===== src/hdl/assert_macros.svh =====
// Assertion macros used by the RTL of the ranging block.
// Define ASSERT_OFF to compile them away.
`ifndef ASSERT_MACROS_SVH
`define ASSERT_MACROS_SVH
`ifndef ASSERT_OFF
`define ASSERT_HOLDS(lbl, clk, rst_n, prop) \
  lbl: assert property (@(posedge clk) disable iff (!rst_n) (prop)) \
    else $error("assertion failed");
`define ASSERT_NEXT(lbl, clk, rst_n, ante, cons) \
  lbl: assert property (@(posedge clk) disable iff (!rst_n) (ante) |=> (cons)) \
    else $error("assertion failed");
`else
`define ASSERT_HOLDS(lbl, clk, rst_n, prop)
`define ASSERT_NEXT(lbl, clk, rst_n, ante, cons)
`endif
`endif


===== src/hdl/dtwr_pkg.sv =====
// Shared constants and types of the two-way ranging distance unit.
// No dependencies.
`timescale 1ns / 1ps
package dtwr_pkg;
  localparam int STAMP_BITS_DEF = 40;
  localparam int MPT_W          = 32;
  localparam int DIST_W         = 48;
  localparam int FRAC_SHIFT     = 16;
  localparam logic [MPT_W-1:0] MPT_RESET = 32'd20150974;

  typedef enum logic [1:0] {
    ST_OK   = 2'd0,
    ST_ZERO = 2'd1,
    ST_SAT  = 2'd2
  } status_t;

  // sideband travelling with each item down the pipeline
  typedef struct packed {
    logic valid;
    logic neg;
  } ctl_t;
endpackage


===== src/hdl/dtwr_div_cell.sv =====
// One restoring-division step: one quotient bit per cell.
// Depends on dtwr_pkg.
`timescale 1ns / 1ps
module dtwr_div_cell import dtwr_pkg::*; #(
  parameter int DW = STAMP_BITS_DEF + 2,
  parameter int QW = 2 * STAMP_BITS_DEF + MPT_W
) (
  input  logic          clk,
  input  logic          rst_n,
  input  logic          en,
  input  ctl_t          ctl_i,
  input  logic [DW-1:0] den_i,
  input  logic [DW-1:0] rem_i,
  input  logic [QW-1:0] acc_i,
  output ctl_t          ctl_o,
  output logic [DW-1:0] den_o,
  output logic [DW-1:0] rem_o,
  output logic [QW-1:0] acc_o
);
  ctl_t          ctl_r;
  logic [DW-1:0] den_r, rem_r;
  logic [QW-1:0] acc_r;
  logic [DW:0]   rem_sh, rem_sub;
  logic          ge;

  // acc holds the unused dividend bits on top, quotient bits enter below
  assign rem_sh  = {rem_i, acc_i[QW-1]};
  assign ge      = rem_sh >= {1'b0, den_i};
  assign rem_sub = rem_sh - {1'b0, den_i};

  always_ff @(posedge clk) begin
    if (!rst_n) begin
      ctl_r <= '0;
    end else if (en) begin
      ctl_r <= ctl_i;
    end
  end

  always_ff @(posedge clk) begin
    if (en) begin
      den_r <= den_i;
      rem_r <= ge ? rem_sub[DW-1:0] : rem_sh[DW-1:0];
      acc_r <= {acc_i[QW-2:0], ge};
    end
  end

  assign ctl_o = ctl_r;
  assign den_o = den_r;
  assign rem_o = rem_r;
  assign acc_o = acc_r;
endmodule

===== config.mk =====
export PLATFORM = sky130hd
export DESIGN_NAME = dtwr_div_cell
export DESIGN_NICKNAME = d
export VERILOG_FILES = /design/src/hdl/assert_macros.svh /design/src/hdl/dtwr_pkg.sv /design/src/hdl/dtwr_div_cell.sv
export SDC_FILE = /design/constraint.sdc
export NUM_CORES = 1
export LEC_CHECK = 0
export BUFFER_PORTS_ARGS = -buffer_cell sky130_fd_sc_hd__buf_2
export CAP_MARGIN = 20
export CORE_AREA = 4 4 155 157
export CTS_CLUSTER_SIZE = 20
export DETAILED_ROUTE_END_ITERATION = 8
export DIE_AREA = 0 0 159 161
export PLACE_DENSITY = 0.79
export SLEW_MARGIN = 20
export SYNTH_ARGS = -nofsm -noshare
export SYNTH_HDL_FRONTEND = slang
export SYNTH_SLANG_ARGS = --single-unit

===== constraint.sdc =====
create_clock -name clk -period 3.57 [get_ports clk]
set_clock_uncertainty 0.15 [all_clocks]
set_input_delay 0.714 -clock clk [delete_from_list [all_inputs] [get_ports clk]]
set_output_delay 0.714 -clock clk [all_outputs]
set_load 0.1 [all_outputs]

==> results of run 1 <==
[metal layers]
metal | GRT usage | vias up | wire (um)
met5 | 0 | - | 16
met4 | 0.08008 | 2 | 961
met3 | 0.05512 | 55 | 1975
met2 | 0.3842 | 317 | 14840
met1 | 0.2334 | 3489 | 10290
li1 | - | 3479 | -
[flip-flops by register name, summed over array words and instances, names as in the netlist]
name / flops
ctl_o: 2
den_o: 42
rem_o: 42
acc_o: 112
[area by class of cell]
type                       instances  area share
tap                              285     0.02893
sequential                       198      0.4808
inverter                          53     0.01634
antenna                            1   0.0002030
clock inverter                    14     0.01462
timing repair buffer             445      0.1950
multi-input combinational        418      0.2293
clock buffer                      18     0.03482
[cell usage after synthesis, types with 3 or more instances]
| library cell | number | area [um2] |
|---|---|---|
| nand2_1 | 41 | 153.9 |
| and3_1 | 3 | 18.77 |
| a211o_1 | 5 | 43.79 |
| nor3_1 | 10 | 50.05 |
| clkbuf_1 | 6 | 22.52 |
| o21a_1 | 6 | 45.04 |
| inv_1 | 52 | 195.2 |
| buf_4 | 3 | 22.52 |
| nor2b_1 | 5 | 31.28 |
| xnor2_1 | 11 | 96.34 |
| o21bai_1 | 10 | 75.07 |
| nand3_1 | 7 | 35.03 |
| nor4_1 | 6 | 37.54 |
| o31ai_1 | 3 | 22.52 |
| xor2_1 | 18 | 157.7 |
| a21oi_1 | 66 | 330.3 |
| a31oi_1 | 5 | 31.28 |
| nand4_1 | 13 | 81.33 |
| edfxtp_1 | 196 | 5886 |
| buf_2 | 6 | 30.03 |
| ha_1 | 42 | 525.5 |
| o211a_1 | 6 | 60.06 |
| nand2b_1 | 4 | 25.02 |
| nor2_1 | 57 | 214.0 |
| a21o_1 | 22 | 165.2 |
| o211ai_1 | 5 | 37.54 |
| o21ai_0 | 21 | 105.1 |
| o21ai_1 | 5 | 25.02 |
| a211oi_1 | 7 | 52.55 |
| and4_1 | 7 | 61.31 |
[power groups by stage]
stage / registers, W / clock network [W] / logic [W]
final: 0.00287 / 0.00194 / 0.00266
after global routing: 0.00289 / 0.00208 / 0.00276
after CTS: 0.00287 / 0.00198 / 0.00267
after detailed placement: 0.00292 / 0 / 0.00266
after global placement: 0.00291 / 0 / 0.00264
after floorplan: 0.00452 / 0 / 0.000468
[worst max-delay path by stage]
stage,cells after the start,startpoint,end
after detailed placement,13,acc_i[111],rem_o[38]$_DFFE_PP_
after CTS,13,acc_i[111],rem_o[38]$_DFFE_PP_
after global routing,13,acc_i[111],rem_o[38]$_DFFE_PP_
after global placement,13,acc_i[111],rem_o[38]$_DFFE_PP_
final,13,acc_i[111],rem_o[38]$_DFFE_PP_
after floorplan,12,acc_i[111],rem_o[38]$_DFFE_PP_
[worst max-delay path: stages]
cell	delay (ns)
buf_2	0.10
inv_1	0.05
ha_1	0.17
inv_1	0.06
fa_1	0.38
a211oi_1	0.30
o21ai_0	0.19
nand3_1	0.14
a31oi_1	0.16
o41ai_2	0.37
o21ai_1	0.14
a2111o_1	0.42
o211a_1	0.13
[cell families after synthesis]
logic type                 count (synthesis)  synth area share
DFF                                      198            0.6551
AOI/OAI and AO/OA                        179            0.1327
and+or+nand+nor                          165           0.08923
buffers and inverters                     70           0.03237
adders and majority gates                 43           0.06031
xor gates and xnor gates                  29           0.02808
muxes                                      2          0.002213
[per-stage QoR]
step	power, W	setup WS (ns)	instance area (um2)	std cells	util
floorplan	0.004984	0.1052	9045	686	-
global placement	0.005555	-0.1233	11710	1399	0.5205
detailed placement	0.005581	-0.1619	11710	1399	0.5205
CTS	0.007524	0.2837	12320	1431	0.5476
global route	0.007734	0.1247	12330	1432	0.5477
finish	0.007469	0.2761	12330	1432	0.5477
==> impl_metrics.env, run 1 <==
export IMPL_clk_latency_ns=0.44
export IMPL_syn_area_um2=9045
export IMPL_ctsResizeCount=0
export IMPL_ys_flop_type="edfxtp_1"
export IMPL_cts_setup_buffers=0
export IMPL_die_w_um=159
export IMPL_clk_pin_slew_ns=0.08
export IMPL_worstMarginPinSlew_ns=0.6663
export IMPL_syn_num_nets=930
export IMPL_synthArstFlopShare=0
export IMPL_synth_seq_cells=198
export IMPL_finalCritPeriodShare=0.9226
export IMPL_synth_cells=686
export IMPL_grt_overflow_total=0
export IMPL_drive_gt1_frac=0.4311
export IMPL_rr_endpoint="ctl_o[1]$_SDFFE_PN0P_"
export IMPL_firstDrtPassIters=5
export IMPL_worst_ep_arrival_time_ns=3.33
export IMPL_final_common_cell="buf_2"
export IMPL_clockPowerShare=0.259
export IMPL_area_growth_pct=36.27
export IMPL_via_count=7342
export IMPL_p_leak_nw=5.579
export IMPL_sw_frac_of_total=0.4270
export IMPL_drv_slew=0
export IMPL_hold_path_end="acc_o[29]$_DFFE_PP_"
export IMPL_whs_path_depth=1
export IMPL_rsz0062_at_grt="no"
export IMPL_chipHeight_um=161
export IMPL_drt_iter0_drc=597
export IMPL_grt_max_degree=75
export IMPL_via_per_inst=5.127
export IMPL_seqPwrFrac=0.384
export IMPL_ios=399
export IMPL_rr_worst_depth=2
export IMPL_holdBufCountCts=0
export IMPL_power_density_nw_per_um2=605.9
export IMPL_clk_path_buf_depth=2
export IMPL_initial_core_util=0.4019
export IMPL_critPathRequiredTime_ns=3.61
export IMPL_end_kind="flip-flop"
export IMPL_status="finished, final reports clean"
export IMPL_htree_levels=4
export IMPL_finalSetupViolCount=0
export IMPL_reg2reg_slack_ns=2.81
export IMPL_core_area_um2=22500
export IMPL_final_antenna_net_count=0
export IMPL_track_usage=0.2094
export IMPL_synth_edf_count=196
export IMPL_drc=0
export IMPL_hp_class="input port to flip-flop"
export IMPL_seq_area_um2=5926
export IMPL_cap_violations=0
export IMPL_antenna_found_initial=2
export IMPL_wire_per_inst_um=19.61
export IMPL_path_class="input port to flip-flop"
export IMPL_ys_seq_area_frac=0.6551
export IMPL_dp_hpwl_mm=22.34
export IMPL_cts_root_buf="clkbuf_16"
export IMPL_final_nets=1377
export IMPL_finalSetupTns_ns=0
export IMPL_cts_tree="built"
export IMPL_p_int_w=0.004279
export IMPL_dieArea_um2=25600
export IMPL_nFillCells=1925
export IMPL_yosys_warnings=0
export IMPL_cts_made_buffers=17
export IMPL_gp_congestion=0.8882
export IMPL_fmaxAchievable_mhz=303.6
export IMPL_whs_ns=0.2960
export IMPL_grt_pass1_wl_mm=41.96
export IMPL_critPathLaunchType="input port"
export IMPL_p_sw_w=0.003189
export IMPL_crit_reg2reg_launch="ctl_o[1]$_SDFFE_PN0P_"
export IMPL_port_buffer_count=398
export IMPL_hold_violations=0
export IMPL_synth_cell_types=61
export IMPL_grt_pass1_vias=7299
export IMPL_peakVddDrop_mv=0.2607
export IMPL_rows=55
export IMPL_p_comb_frac=0.357
export IMPL_relSlewSlack=0.5558
export IMPL_drt_total_wl_mm=28.08
export IMPL_path_max_fanout=2
export IMPL_final_cell_mix="buf_2 (397), edfxtp_1 (196), a21oi_1 (66)"
export IMPL_cts_sinks=198
export IMPL_hp_start="acc_i[28]"
export IMPL_avgSynthCellArea_um2=13.19
export IMPL_min_period_ns=3.294
export IMPL_multiInputGateArea_um2=2826
No activity file was read; power rests on OpenSTA's default activity.
==> inputs of run 2 (changes only) <==
--- a/config.mk
+++ b/config.mk
@@ -7,11 +7,12 @@
 export LEC_CHECK = 0
 export BUFFER_PORTS_ARGS = -buffer_cell sky130_fd_sc_hd__buf_2
 export CAP_MARGIN = 20
-export CORE_AREA = 4 4 155 157
+export CORE_AREA = 4 4 151 153
 export CTS_CLUSTER_SIZE = 20
 export DETAILED_ROUTE_END_ITERATION = 8
-export DIE_AREA = 0 0 159 161
-export PLACE_DENSITY = 0.79
+export DIE_AREA = 0 0 155 157
+export PLACE_DENSITY = 0.81
+export SKIP_LAST_GASP = 1
 export SLEW_MARGIN = 20
 export SYNTH_ARGS = -nofsm -noshare
 export SYNTH_HDL_FRONTEND = slang
==> constraint.sdc (replaced) <==
create_clock -name clk -period 3.2 [get_ports clk]
set_clock_uncertainty 0.15 [all_clocks]
set_input_delay 0.64 -clock clk [delete_from_list [all_inputs] [get_ports clk]]
set_output_delay 0.64 -clock clk [all_outputs]
set_load 0.1 [all_outputs]
==> impl_metrics.env, run 2 (synthesis gave the netlist of run 1 again) <==
export IMPL_crit_path_max_incr_delay_ns=0.34
export IMPL_chipHeight_um=157
export IMPL_end_kind="flip-flop"
export IMPL_grt_pass1_vias=7429
export IMPL_status="finished, final reports clean"
export IMPL_worstMarginPinSlew_ns=0.6360
export IMPL_nFillCells=1815
export IMPL_cts_made_buffers=17
export IMPL_drive_gt1_frac=0.4678
export IMPL_placed_cell_area_um2=12230
export IMPL_die_w_um=155
export IMPL_finalCritPeriodShare=0.9581
export IMPL_p_comb_frac=0.365
export IMPL_final_cell_mix="buf_2 (397), edfxtp_1 (196), buf_4 (109)"
export IMPL_largest_register_ffs=112
export IMPL_peakVddDrop_mv=0.3402
export IMPL_antenna_found_initial=4
export IMPL_critPathLaunchType="input port"
export IMPL_core_area_um2=21550
export IMPL_clk_path_buf_depth=2
export IMPL_grt_max_degree=72
export IMPL_crit_reg2reg_launch="ctl_o[0]$_SDFFE_PN0P_"
export IMPL_track_usage=0.2270
export IMPL_design_area_um2=12850
export IMPL_via_count=7613
export IMPL_drt_total_wl_mm=29.45
export IMPL_initial_core_util=0.4197
export IMPL_drt_iter0_drc=444
export IMPL_grt_overflow_total=0
export IMPL_rows=54
export IMPL_endpoint="rem_o[29]$_DFFE_PP_"
export IMPL_clk_latency_ns=0.43
export IMPL_fmaxAchievable_mhz=326.2
export IMPL_area_growth_pct=42.07
export IMPL_dp_hpwl_mm=23.73
export IMPL_reg2reg_slack_ns=2.37
export IMPL_cts_sinks=198
export IMPL_p_leak_nw=5.899
export IMPL_hp_class="input port to flip-flop"
export IMPL_htree_levels=4
export IMPL_total_power_w=0.008476
export IMPL_sw_frac_of_total=0.4265
export IMPL_relSlewSlack=0.5760
export IMPL_clockPowerShare=0.258
export IMPL_critPathRequiredTime_ns=3.22
export IMPL_hold_violations=0
export IMPL_finalSetupViolCount=0
export IMPL_p_int_w=0.004861
export IMPL_rr_worst_depth=2
export IMPL_multiInputGateArea_um2=2859
export IMPL_seqPwrFrac=0.378
export IMPL_cap_violations=0
export IMPL_min_period_ns=3.066
export IMPL_rr_endpoint="ctl_o[0]$_SDFFE_PN0P_"
export IMPL_p_sw_w=0.003614
export IMPL_power_density_nw_per_um2=659.6
export IMPL_crit_chain="buf_2 -> inv_1 -> ha_1 -> nor2b_1 -> o211ai_1 -> a311oi_4 -> o211ai_2 -> a311oi_2 -> nor3_4 -> inv_4 -> buf_4 -> nor2_1 -> nor3_1"
export IMPL_gp_congestion=0.9057
export IMPL_clk_pin_slew_ns=0.08
export IMPL_rsz0062_at_grt="yes"
export IMPL_final_common_cell="buf_2"
export IMPL_cpMaxStageDelayCell="nor3_4"
export IMPL_startpoint="den_i[1]"
export IMPL_via_per_inst=5.089
export IMPL_dieArea_um2=24340
export IMPL_cts_tree="built"
export IMPL_wire_per_inst_um=19.69
export IMPL_path_max_fanout=19
export IMPL_path_class="input port to flip-flop"
export IMPL_cts_root_buf="clkbuf_16"
export IMPL_firstDrtPassIters=5
export IMPL_worst_ep_arrival_time_ns=3.09
export IMPL_drv_slew=0
export IMPL_grt_pass1_wl_mm=42.01
export IMPL_cts_setup_buffers=0
export IMPL_finalSetupTns_ns=0
export IMPL_port_buffer_count=398
export IMPL_ios=399
export IMPL_final_nets=1443
export IMPL_final_antenna_net_count=0
export IMPL_drc=0
export IMPL_seq_area_um2=5926
run 2: changes by cell type in the layout (fill, tap and decap cells not counted), sizes merged:
| cell | delta |
|---|---|
| inv | +1 |
| buf | +66 |
| diode | +3 |
| clkinv | -1 |
run 2: worst min path at each step:
stage / start / to / slack [ns] / depth (start not counted)
floorplan: acc_i[99] / acc_o[100]$_DFFE_PP_ / 0.59 / 0
CTS: acc_i[29] / acc_o[30]$_DFFE_PP_ / 0.21 / 1
global route: acc_i[103] / acc_o[104]$_DFFE_PP_ / 0.20 / 1
global placement: ctl_o[0]$_SDFFE_PN0P_ / ctl_o[0]$_SDFFE_PN0P_ / 0.35 / 2
detailed placement: ctl_o[1]$_SDFFE_PN0P_ / ctl_o[1]$_SDFFE_PN0P_ / 0.40 / 2
finish: acc_i[0] / acc_o[1]$_DFFE_PP_ / 0.23 / 1
run 2: stage by stage:
stage / instances / worst slack (ns) / utilization / hold slack (ns)
floorplan: 686 / 0.01089 / - / 0.5889
global placement: 1460 / -0.4123 / 0.5674 / 0.3468
detailed placement: 1460 / -0.4417 / 0.5674 / 0.4024
CTS: 1492 / 0.003140 / 0.5954 / 0.2089
global route: 1495 / -0.05621 / 0.5961 / 0.2002
finish: 1496 / 0.1340 / 0.5962 / 0.2258
run 2: what timing repair did:
action	4_1_cts	5_1_grt
setup endpoints to repair	0	30
hold buffers	0	0
gates resized for setup	0	1
endpoints found under the hold margin	0	0
run 2: power groups by stage:
| stage | clock network, W | registers, W | logic, W |
|---|---|---|---|
| 6_report | 0.00219 | 0.00320 | 0.00309 |
| 5_1_grt | 0.00235 | 0.00322 | 0.00321 |
| 4_1_cts | 0.00221 | 0.00320 | 0.00310 |
| 3_5_place_dp | 0 | 0.00326 | 0.00309 |
| 3_3_place_gp | 0 | 0.00325 | 0.00306 |
| 2_1_floorplan | 0 | 0.00504 | 0.000526 |
run 2: worst max-delay path: cells and delay by family:
kind	cells	cell delay, ns
and+or+nand+nor	4	0.65
AOI/OAI and AO/OA	4	0.89
adders and majority gates	1	0.32
buffers and inverters	4	0.57
run 2: area by class of cell:
cell class	instances	area share
flip-flops and latches	198	0.4611
well taps	280	0.02726
repair buffers	511	0.2256
clock buffers	18	0.03340
multi-input cells	418	0.2225
clock inverters	14	0.01363
inverters	53	0.01568
diodes	4	0.0007790
run 2: layer usage:
metal	up-vias	wire, um	GRT usage
li1	3611	-	-
met1	3597	10740	0.2583
met2	345	15130	0.3997
met3	60	2410	0.06131
met4	0	1170	0.1047
met5	-	0	0
==> inputs of run 3 (changes only) <==
--- a/config.mk
+++ b/config.mk
@@ -5,13 +5,14 @@
 export SDC_FILE = /design/constraint.sdc
 export NUM_CORES = 1
 export LEC_CHECK = 0
-export BUFFER_PORTS_ARGS = -buffer_cell sky130_fd_sc_hd__buf_2
 export CAP_MARGIN = 20
-export CORE_AREA = 4 4 151 153
+export CORE_AREA = 4 4 152 154
 export CTS_CLUSTER_SIZE = 20
 export DETAILED_ROUTE_END_ITERATION = 8
-export DIE_AREA = 0 0 155 157
-export PLACE_DENSITY = 0.81
+export DIE_AREA = 0 0 156 158
+export DONT_BUFFER_PORTS = 1
+export GPL_TIMING_DRIVEN = 0
+export PLACE_DENSITY = 0.64
 export SKIP_LAST_GASP = 1
 export SLEW_MARGIN = 20
 export SYNTH_ARGS = -nofsm -noshare
==> impl_metrics.env, run 3 (synthesis gave the netlist of run 1 again) <==
export IMPL_finalCritPeriodShare=0.9749
export IMPL_dieArea_um2=24650
export IMPL_drt_iter0_drc=305
export IMPL_rows=54
export IMPL_grt_pass1_wl_mm=36.27
export IMPL_antenna_found_initial=2
export IMPL_path_max_fanout=7
export IMPL_finalSetupViolCount=0
export IMPL_gp_congestion=0.8925
export IMPL_drive_gt1_frac=0.1133
export IMPL_rsz0062_at_grt="yes"
export IMPL_worstMarginPinSlew_ns=1.051
export IMPL_crit_chain="inv_1 -> ha_1 -> buf_2 -> nand2_1 -> o211ai_1 -> buf_4 -> and4_1 -> o211ai_2 -> a311oi_2 -> nor3_4 -> buf_4 -> o41ai_1"
export IMPL_relSlewSlack=0.3008
export IMPL_area_growth_pct=12.21
export IMPL_firstDrtPassIters=5
export IMPL_status="finished, final reports clean"
export IMPL_clk_pin_slew_ns=0.08
export IMPL_crit_path_max_incr_delay_ns=0.51
export IMPL_cp_depth=12
export IMPL_fmaxAchievable_mhz=320.5
export IMPL_clk_path_buf_depth=2
export IMPL_final_antenna_net_count=0
export IMPL_initial_core_util=0.4170
export IMPL_critPathTopFamily="compound AO/OA/AOI/OAI gates"
export IMPL_min_period_ns=3.120
export IMPL_worst_ep_arrival_time_ns=3.15
export IMPL_port_buffer_count=0
export IMPL_p_leak_nw=3.855
export IMPL_critPathBufInv=4
export IMPL_diodes=0
export IMPL_whs_ns=0.1480
export IMPL_whs_path_depth=0
export IMPL_die_w_um=156
export IMPL_cts_root_buf="clkbuf_16"
export IMPL_wire_per_inst_um=25.85
export IMPL_cap_violations=0
export IMPL_power_density_nw_per_um2=779.7
export IMPL_rr_worst_depth=2
export IMPL_grt_max_degree=199
export IMPL_peakVddDrop_mv=0.3405
export IMPL_dp_slack_ns=-0.8717
export IMPL_hold_violations=0
export IMPL_cpMaxStageDelayCell="o41ai_1"
export IMPL_drc=0
export IMPL_critPathRequiredTime_ns=3.23
export IMPL_cts_made_buffers=17
export IMPL_via_count=5695
export IMPL_cts_tree="built"
export IMPL_drv_slew=0
export IMPL_final_common_cell="edfxtp_1"
export IMPL_ios=399
export IMPL_cts_sinks=198
export IMPL_path_class="input port to flip-flop"
export IMPL_htree_levels=4
export IMPL_core_area_um2=21690
export IMPL_critPathLaunchType="input port"
export IMPL_chipHeight_um=158
export IMPL_clk_latency_ns=0.42
export IMPL_cp_common_cell="buf_4"
export IMPL_end_kind="flip-flop"
export IMPL_grt_overflow_total=0
export IMPL_nFillCells=1873
export IMPL_track_usage=0.1979
export IMPL_drt_total_wl_mm=25.95
export IMPL_largest_register_ffs=112
export IMPL_hp_class="input port to flip-flop"
export IMPL_final_nets=956
export IMPL_via_per_inst=5.672
export IMPL_grt_pass1_vias=5576
export IMPL_worst_slack_ns=0.08030
export IMPL_dp_hpwl_mm=20.04
export IMPL_final_cell_mix="edfxtp_1 (196), a21oi_1 (65), nor2_1 (57)"
==> run 3: changes by cell type in the layout (fill, tap and decap cells not counted), moves of 2 or more <==
cell and change:
nor4_1 -2, buf_2 -392, diode_2 -4, buf_12 -4, buf_4 -98, clkinv_8 +2, inv_8 -3, nor4_2 +2
clkbuf_1 +4
==> run 3: power by group <==
| group | total [W] | switching (W) | internal [W] |
|---|---|---|---|
| clock | 0.00215 | 0.00109 | 0.00106 |
| sequential | 0.00505 | 0.00189 | 0.00317 |
| combinational | 0.000707 | 0.000425 | 0.000283 |
| total | 0.00791 | 0.00340 | 0.00451 |
==> run 3: final cells by class <==
| type | count | area, um2 | area share |
|---|---|---|---|
| Sequential cell | 198 | 5926 | 0.5838 |
| Multi-Input combinational cell | 418 | 2914 | 0.2871 |
| Clock buffer | 17 | 425.4 | 0.04191 |
| Tap cell | 280 | 350.3 | 0.03452 |
| Inverter | 53 | 201.4 | 0.01985 |
| Clock inverter | 14 | 182.7 | 0.01800 |
| Buffer | 17 | 97.59 | 0.009615 |
| Timing Repair Buffer | 7 | 52.55 | 0.005178 |
==> run 3: final timing paths <==
kind / from / endpoint / slack, ns
hold / removal: den_i[31] / den_o[31]$_DFFE_PP_ / 0.15
setup reg to reg: ctl_o[1]$_SDFFE_PN0P_ / ctl_o[1]$_SDFFE_PN0P_ / 1.69
hold reg to reg: ctl_o[0]$_SDFFE_PN0P_ / ctl_o[0]$_SDFFE_PN0P_ / 0.88
setup / recovery: den_i[10] / rem_o[40]$_DFFE_PP_ / 0.08
==> run 3: metal layers <==
layer | wire, um | up-vias | global-route usage
met5 | 21 | - | 0
met4 | 571 | 4 | 0.06294
met3 | 2470 | 33 | 0.08584
met2 | 14160 | 264 | 0.3605
met1 | 8731 | 2753 | 0.2051
li1 | - | 2641 | -
==> run 3: metrics by stage <==
stage / cells / setup TNS (ns) / utilization / power [W] / area, um2
finish: 1004 / 0 / 0.4680 / 0.007914 / 10150
global route: 1004 / -0.02407 / 0.4680 / 0.008191 / 10150
CTS: 999 / -0.01723 / 0.4646 / 0.007964 / 10080
detailed placement: 966 / -23.99 / 0.4344 / 0.005797 / 9422
global placement: 966 / -22.88 / 0.4344 / 0.005793 / 9422
floorplan: 686 / 0 / - / 0.005564 / 9071
==> run 3: what timing repair did <==
| item | CTS | global route |
|---|---|---|
| setup endpoints to repair | 42 | 39 |
| pin swaps | 1 | 7 |
| hold buffers | 0 | 0 |
| resized for setup | 6 | 7 |
| gates cloned | 0 | 0 |
| setup buffers | 2 | 5 |
